File: src/hw/rtl/trfe_pkg.sv
package trfe_pkg;

   // default sizes
   localparam int DEF_MAX_FRAMES       = 16;
   localparam int DEF_REGS_PER_FRAME   = 64;
   localparam int DEF_LOCALS_PER_FRAME = 64;
   localparam int MAX_FUNCTIONS        = 256;

   // opcodes
   localparam logic [4:0] OP_NOP         = 5'd0;
   localparam logic [4:0] OP_CONST_I64   = 5'd1;
   localparam logic [4:0] OP_CONST_BOOL  = 5'd2;
   localparam logic [4:0] OP_PRINT       = 5'd3;
   localparam logic [4:0] OP_RET         = 5'd4;
   localparam logic [4:0] OP_RET_VOID    = 5'd5;
   localparam logic [4:0] OP_LOAD_LOCAL  = 5'd6;
   localparam logic [4:0] OP_STORE_LOCAL = 5'd7;
   localparam logic [4:0] OP_ADD         = 5'd8;
   localparam logic [4:0] OP_SUB         = 5'd9;
   localparam logic [4:0] OP_MUL         = 5'd10;
   localparam logic [4:0] OP_DIV         = 5'd11;
   localparam logic [4:0] OP_MOD         = 5'd12;
   localparam logic [4:0] OP_EQ          = 5'd13;
   localparam logic [4:0] OP_NE          = 5'd14;
   localparam logic [4:0] OP_LT          = 5'd15;
   localparam logic [4:0] OP_LE          = 5'd16;
   localparam logic [4:0] OP_GT          = 5'd17;
   localparam logic [4:0] OP_GE          = 5'd18;
   localparam logic [4:0] OP_UNIMP_LO    = 5'd19;
   localparam logic [4:0] OP_UNIMP_HI    = 5'd21;
   localparam logic [4:0] OP_CALL        = 5'd22;
   localparam logic [4:0] OP_START       = 5'd23;

   // status codes
   localparam logic [3:0] ST_OK          = 4'd0;
   localparam logic [3:0] ST_RETURNED    = 4'd1;
   localparam logic [3:0] ST_NOT_LOADED  = 4'd2;
   localparam logic [3:0] ST_TYPE        = 4'd3;
   localparam logic [3:0] ST_DIV_ZERO    = 4'd4;
   localparam logic [3:0] ST_MOD_ZERO    = 4'd5;
   localparam logic [3:0] ST_UNIMP       = 4'd6;
   localparam logic [3:0] ST_OVERFLOW    = 4'd7;
   localparam logic [3:0] ST_UNKNOWN     = 4'd8;

   // value tags
   localparam logic [1:0] TAG_VOID = 2'd0;
   localparam logic [1:0] TAG_I64  = 2'd1;
   localparam logic [1:0] TAG_BOOL = 2'd2;

   // multiply / divide unit operations
   localparam logic [1:0] MD_MUL = 2'd0;
   localparam logic [1:0] MD_DIV = 2'd1;
   localparam logic [1:0] MD_REM = 2'd2;

   typedef struct packed {
      logic [1:0]  tag;
      logic [63:0] bits;
   } tval_type;

   typedef struct packed {
      logic       start;
      logic [1:0] kind;
   } md_cmd_type;

   localparam tval_type VOID_VAL = '{tag: TAG_VOID, bits: 64'd0};

endpackage

File: src/hw/rtl/trfe_muldiv.sv
module trfe_muldiv
   import trfe_pkg::*;
(
   input  logic        clock,
   input  logic        reset,
   input  md_cmd_type  md_cmd,
   input  logic [63:0] md_lhs,
   input  logic [63:0] md_rhs,
   output logic        md_done,
   output logic [63:0] md_result
);

   logic        busy_ff, busy_in;
   logic        done_ff, done_in;
   logic [5:0]  cnt_ff, cnt_in;
   logic [1:0]  kind_ff, kind_in;
   logic        neg_q_ff, neg_q_in;
   logic        neg_r_ff, neg_r_in;
   logic [63:0] dvd_ff, dvd_in;
   logic [63:0] dvs_ff, dvs_in;
   logic [63:0] acc_ff, acc_in;
   logic [64:0] rem_shift;
   logic [64:0] diff;

   // one bit per cycle: shift-add multiply or restoring divide
   always_comb begin
      busy_in  = busy_ff;
      done_in  = 1'b0;
      cnt_in   = cnt_ff;
      kind_in  = kind_ff;
      neg_q_in = neg_q_ff;
      neg_r_in = neg_r_ff;
      dvd_in   = dvd_ff;
      dvs_in   = dvs_ff;
      acc_in   = acc_ff;
      rem_shift = {acc_ff, dvd_ff[63]};
      diff      = rem_shift - {1'b0, dvs_ff};
      if (md_cmd.start) begin
         busy_in  = 1'b1;
         cnt_in   = 6'd0;
         kind_in  = md_cmd.kind;
         acc_in   = 64'd0;
         neg_q_in = md_lhs[63] ^ md_rhs[63];
         neg_r_in = md_lhs[63];
         if (md_cmd.kind == MD_MUL) begin
            dvd_in = md_lhs;
            dvs_in = md_rhs;
         end else begin
            dvd_in = md_lhs[63] ? (~md_lhs + 64'd1) : md_lhs;
            dvs_in = md_rhs[63] ? (~md_rhs + 64'd1) : md_rhs;
         end
      end else if (busy_ff) begin
         if (kind_ff == MD_MUL) begin
            if (dvd_ff[0]) begin
               acc_in = acc_ff + dvs_ff;
            end
            dvd_in = {1'b0, dvd_ff[63:1]};
            dvs_in = {dvs_ff[62:0], 1'b0};
         end else begin
            if (!diff[64]) begin
               acc_in = diff[63:0];
               dvd_in = {dvd_ff[62:0], 1'b1};
            end else begin
               acc_in = rem_shift[63:0];
               dvd_in = {dvd_ff[62:0], 1'b0};
            end
         end
         cnt_in = cnt_ff + 6'd1;
         if (cnt_ff == 6'd63) begin
            busy_in = 1'b0;
            done_in = 1'b1;
         end
      end
   end

   always_ff @(posedge clock) begin
      if (reset) begin
         busy_ff <= 1'b0;
         done_ff <= 1'b0;
      end else begin
         busy_ff <= busy_in;
         done_ff <= done_in;
      end
      cnt_ff   <= cnt_in;
      kind_ff  <= kind_in;
      neg_q_ff <= neg_q_in;
      neg_r_ff <= neg_r_in;
      dvd_ff   <= dvd_in;
      dvs_ff   <= dvs_in;
      acc_ff   <= acc_in;
   end

   // sign fixup of the magnitudes
   always_comb begin
      case (kind_ff)
         MD_MUL:  md_result = acc_ff;
         MD_DIV:  md_result = neg_q_ff ? (~dvd_ff + 64'd1) : dvd_ff;
         MD_REM:  md_result = neg_r_ff ? (~acc_ff + 64'd1) : acc_ff;
         default: md_result = acc_ff;
      endcase
   end

   assign md_done = done_ff;

endmodule

File: config.mk
export PLATFORM = sky130hd
export DESIGN_NAME = trfe_muldiv
export DESIGN_NICKNAME = d
export VERILOG_FILES = /design/src/hw/rtl/trfe_pkg.sv /design/src/hw/rtl/trfe_muldiv.sv
export SDC_FILE = /design/constraint.sdc
export NUM_CORES = 1
export LEC_CHECK = 0
export BUFFER_PORTS_ARGS = -buffer_cell sky130_fd_sc_hd__buf_2
export CORE_MARGIN = 3
export CORE_UTILIZATION = 57
export DETAILED_ROUTE_END_ITERATION = 6
export GPL_TIMING_DRIVEN = 0
export PLACE_DENSITY = 0.77
export SLEW_MARGIN = 10
export SYNTH_ARGS = -nofsm -noshare
export SYNTH_HDL_FRONTEND = slang
export SYNTH_SLANG_ARGS = --single-unit
File: constraint.sdc
create_clock -name clock -period 7.15 [get_ports clock]
set_input_delay 0 -clock clock [delete_from_list [all_inputs] [get_ports clock]]
set_output_delay 0 -clock clock [all_outputs]
set_load 0.02 [all_outputs]
# Word level (Yosys, flattened, before mapping)
# Index checks and enable logic that the tools add are counted.
[totals]
regBits = 204
input_bits = 133
output_inout_bits = 65
elab_cells = 54
[classes]
n_addsub = 7
n_eq_ne = 4
mux = 21
bitwise = 6
reduce_logical = 7
[op_table]
columns = ["operator", "count"]
rows = [
  ["$mux 64", 15],
  ["$add 64x1->64 const B", 4],
  ["$not 64->64", 4],
  ["$pmux 64 s2", 1],
  ["$sub 65x64->65", 1],
  ["$add 64x64->64", 1],
  ["$add 6x1->6 const B", 1],
  ["$eq 6x6->1 const B", 1],
  ["$mux 1", 5],
  ["$logic_not 2->1", 2],
  ["$reduce_and 2->1", 2],
  ["$reduce_bool 2->1", 2],
  ["$reduce_or 3->1", 1],
  ["$eq 2x1->1 const B", 1],
  ["$eq 2x2->1 const B", 1],
  ["$ne 2x2->1 const B", 1],
  ["$not 1->1", 1],
  ["$xor 1x1->1", 1],
]

# Longest topological paths before layout
[depth]
depth_word = 5
mapped_depth = 15
mapped_depth_nobuf = 14

# Worst setup path before layout
# No wires, ideal clock.
[synth_timing]
path_kind = "reg2reg"
start = "register dvd_ff[63]"
end = "register acc_ff[62]"
setup_time_ns = 0.086
arrival_ns = 3.313
required_time_ns = 7.064
setup_slack_ns = 3.752
path_stages_with_launch = 15
n_path_buf = 0
synth_period_minus_slack_ns = 3.398
cell_sequence = "edfxtp_1 > inv_1 > ha_1 > fa_1 > nand2b_1 > a21oi_1 > o21ai_0 > o221ai_1 > a21oi_1 > o41a_1 > o41ai_1 > a21oi_1 > a41oi_1 > xnor2_1 > a211oi_1"
[synth_between]
elab_chain_cells = 3
[synth_lines]
columns = ["item", "line", "text"]
rows = [
  ["from (decl)", "trfe_muldiv.sv:19", "logic [63:0] dvd_ff, dvd_in;"],
  ["from (signal assigned)", "trfe_muldiv.sv:88", "dvd_ff <= dvd_in;"],
  ["$sub 65x64->65", "trfe_muldiv.sv:37", "diff = rem_shift - {1'b0, dvs_ff};"],
  ["$mux 64", "trfe_muldiv.sv:60", "if (!diff[64]) begin"],
  ["$mux 64", "trfe_muldiv.sv:53", "if (kind_ff == MD_MUL) begin"],
  ["to (signal assigned)", "trfe_muldiv.sv:90", "acc_ff <= acc_in;"],
  ["to (decl)", "trfe_muldiv.sv:21", "logic [63:0] acc_ff, acc_in;"],
]
# No other way between the ends.
# A chain may end at the register's enable or synchronous reset.

# Worst setup path in the final report
[layout_timing]
start = "register acc_ff[35]"
end = "register acc_ff[61]"
[layout_between]
elab_chain_cells = 3
elab_cells_between_ends = 5
cone_classes = "add/sub (2); mux (3)"
[layout_lines]
columns = ["item", "line"]
rows = [
  ["$sub 65x64->65 or $add 64x64->64 (tied branches)", "trfe_muldiv.sv:37, trfe_muldiv.sv:55"],
  ["$mux 64, on equally long branches", "trfe_muldiv.sv:60, trfe_muldiv.sv:54"],
  ["$mux 64 (*)", "trfe_muldiv.sv:53"],
]
# Every way passes the cells marked *; elsewhere a longest branch is shown, timed or not. The select of a mux whose other input is x is not followed.

==> flow_metrics.tcl <==
set metrics [dict create \
    period_share 0.7534 \
    synth-edff-count 132 \
    synth_cells 3207 \
    crit_path_start "acc_ff[35]" \
    fin_setup_tns_ps 0 \
    p_leak_uw 0.01116 \
    reg2reg_depth 13 \
    synth_area_per_cell_sq_um 7.367 \
    synthDominantCellAreaShare 0.1678 \
    ys_warn_count 0 \
    antenna_found_initial 7 \
    grtUsageMet2 0.7180 \
    worstSetupPathType "reg2reg" \
    die_h_um 209.6 \
    wire_per_inst_um 26.76 \
    worstPathArrival_ps 5870 \
    dr.pass1.iters 7 \
    synth_largest_area_cell "edfxtp_1" \
    drc 52 \
    placeableCoreArea_sq_um 40370 \
    grt_pass1_vias 27670 \
    grt-ovfl-total 0 \
    start_util 0.5852 \
    tritoncts "built" \
    setup_viol 0 \
    finalHoldViolations 0 \
    use_met1 0.5873 \
    worstPathMaxFanout 10 \
    post_cts_resized 0 \
    clock.fmax_mhz 185.6 \
    busiest_layer "met2" \
    grt_max_degree 65 \
    grt_usage 0.4753 \
    timing.rr.start "acc_ff[35]" \
    yosysUniqueCellTypes 88 \
    ant_nets 0 \
    io_pins 198 \
    port_buffers 197 \
    die_w_um 209.6 \
    routed_via_density 7.040 \
    rows 73 \
    synthArstFlopShare 0 \
    failed_checks "design-rule violations" \
    synth_area_sq_um 23630 \
    numCtsBuffers 26 \
    power_density_nw_per_um2 211.1 \
    htree_levels 1 \
    drive_above_1_share 0.08347 \
    synthTopCellsByArea "edfxtp_1, a21oi_1, ha_1, xnor2_1, nand2_1" \
    ctsHoldBuffers 140 \
    maxCapViolCount 0 \
    utilization 0.6839 \
    clockRootBuffer "clkbuf_16" \
    nets 3844 \
    slew_viol_final 0 \
    dp_hpwl_um 80080 \
    num_vias 29048 \
    clock_latency_ps 600 \
    routabilityCongestion 1.103 \
    die_area_sq_um 43930 \
    period_needed_ps 5387 \
    ir_drop_uv 175.7 \
    min_path_type "in2reg" \
    slew_headroom 0.01345 \
    ys_ff_latch 204 \
    cp-start-kind "flop" \
    rsz0062_at_grt "no" \
    worst_slew_pin_slew_ps 1477 \
    clk_pin_slew_ps 70 \
    drtIter0Drc 4356 \
    grt_pass1_wl_um 162800 \
    outcome "finished, violations left" \
    syn2layout_area_growth_pct 16.86 \
    timing.critical_path.to_type "flop" \
    synth.net_count 3477 \
    drt_wl_total_um 110400 \
    clock_skew_ps 23.83 \
    ys_seq_area_frac 0.2288 \
    rr_endpoint "acc_ff[61]" \
    post-cts-setup-buffers 0 \
    setup.reg_to_reg.worst_slack_ps 1760 \
    required_ps 7630 \
    clockBufferDepth 3 \
    synthFlopType "edfxtp_1" \
    cts_sinks 204 \
    met3_usage 0.1323 \
    endpoint "acc_ff[61]" \
]
## metal layers
| layer | part of all wire | wire [um] |
|---|---|---|
| met5 | 0 | 0 |
| met4 | 0.091 | 10030 |
| met3 | 0.14 | 15190 |
| met2 | 0.42 | 45960 |
| met1 | 0.36 | 39220 |
## cells in the final DEF, fill, tap and decap left out, types with 37 or more instances in the layout
| cell | Yosys | layout |
|---|---|---|
| a211oi_1 | 41 | 41 |
| a21o_1 | 63 | 63 |
| a21oi_1 | 345 | 345 |
| a31oi_1 | 37 | 37 |
| buf_2 | 8 | 205 |
| clkbuf_1 | 171 | 177 |
| dfxtp_1 | 72 | 72 |
| dlygate4sd3_1 | 0 | 140 |
| edfxtp_1 | 132 | 132 |
| ha_1 | 135 | 135 |
| inv_1 | 139 | 139 |
| mux2i_1 | 61 | 61 |
| nand2_1 | 397 | 396 |
| nand3_1 | 43 | 43 |
| nand4_1 | 45 | 45 |
| nor2_1 | 255 | 254 |
| nor3_1 | 73 | 73 |
| o21ai_0 | 287 | 287 |
| o31ai_1 | 78 | 78 |
| or3_1 | 38 | 38 |
| xnor2_1 | 187 | 187 |
| xor2_1 | 118 | 118 |
## power by group
group          switching [uW]  internal (uW)  total [uW]  leakage (uW)
clock                     628            810        1440      0.000421
combinational            1790            938        2730       0.00884
sequential                245           1410        1660       0.00190
total                    2670           3160        5830        0.0112
## how the worst min path moves through the flow
stage                     startpoint       to  slack (ps)  depth (start not counted)
after floorplan                reset  busy_ff          70                          1
after global placement         reset  busy_ff         180                          2
after detailed placement       reset  busy_ff         190                          2
after CTS                      reset  busy_ff         110                          3
after global routing           reset  busy_ff         160                          3
final                          reset  busy_ff         130                          3
## layout make-up
| class | instances | area (sq um) |
|---|---|---|
| multi-input cells | 2662 | 16950 |
| clock inverters | 12 | 150.1 |
| repair buffers | 339 | 2417 |
| fillers | 3263 | 12760 |
| clock buffers | 36 | 718.2 |
| plain buffers | 199 | 762.0 |
| well taps | 525 | 656.9 |
| inverters | 142 | 533.0 |
| flip-flops and latches | 204 | 5405 |
| diodes | 7 | 17.52 |
## critical path, cell delays in order (launching register included)
cell,delay (ps)
dfxtp_1,640
ha_1,190
clkbuf_1,350
nand4_1,230
nor4_1,570
nand3_1,210
a31oi_1,500
o21ai_0,330
nand2_1,180
o221ai_2,170
xnor2_2,470
clkbuf_1,800
a21boi_0,330
a211oi_1,280
## kinds of logic after synthesis
logic type / count (synthesis) / synth area share
xor gates and xnor gates: 307 / 0.1144
adders and majority gates: 137 / 0.07319
and+or+nand+nor: 1032 / 0.2047
muxes: 63 / 0.02680
buffers and inverters: 341 / 0.05476
DFF: 204 / 0.2288
AOI/OAI and AO/OA: 1123 / 0.2974
## cells in the mapped netlist, types with 37 or more instances
cell type    n
a211oi_1    41
a21o_1      63
a21oi_1    345
a31oi_1     37
clkbuf_1   171
dfxtp_1     72
edfxtp_1   132
ha_1       135
inv_1      139
mux2i_1     61
nand2_1    397
nand3_1     43
nand4_1     45
nor2_1     255
nor3_1      73
o21ai_0    287
o31ai_1     78
or3_1       38
xnor2_1    187
xor2_1     118
## metrics by stage
| stage | setup WS, ps | cell area [sq um] | std cells | hold slack (ps) | power (uW) |
|---|---|---|---|---|---|
| floorplan | 3752 | 23630 | 3207 | 72.38 | 3297 |
| global placement | 1720 | 25270 | 3929 | 176.8 | 4113 |
| detailed placement | 2121 | 25310 | 3931 | 185.5 | 4163 |
| CTS | 2091 | 27580 | 4119 | 106.0 | 5621 |
| global route | 1727 | 27610 | 4125 | 160.7 | 6009 |
| finish | 1763 | 27610 | 4126 | 133.6 | 5828 |
## registers in the layout (all words and copies together), names as in the netlist
signal	cells
acc_ff	64
dvd_ff	64
dvs_ff	64
cnt_ff	6
kind_ff	2
busy_ff	1
md_done	1
neg_q_ff	1
neg_r_ff	1
Power figures use the tool's default switching activity.
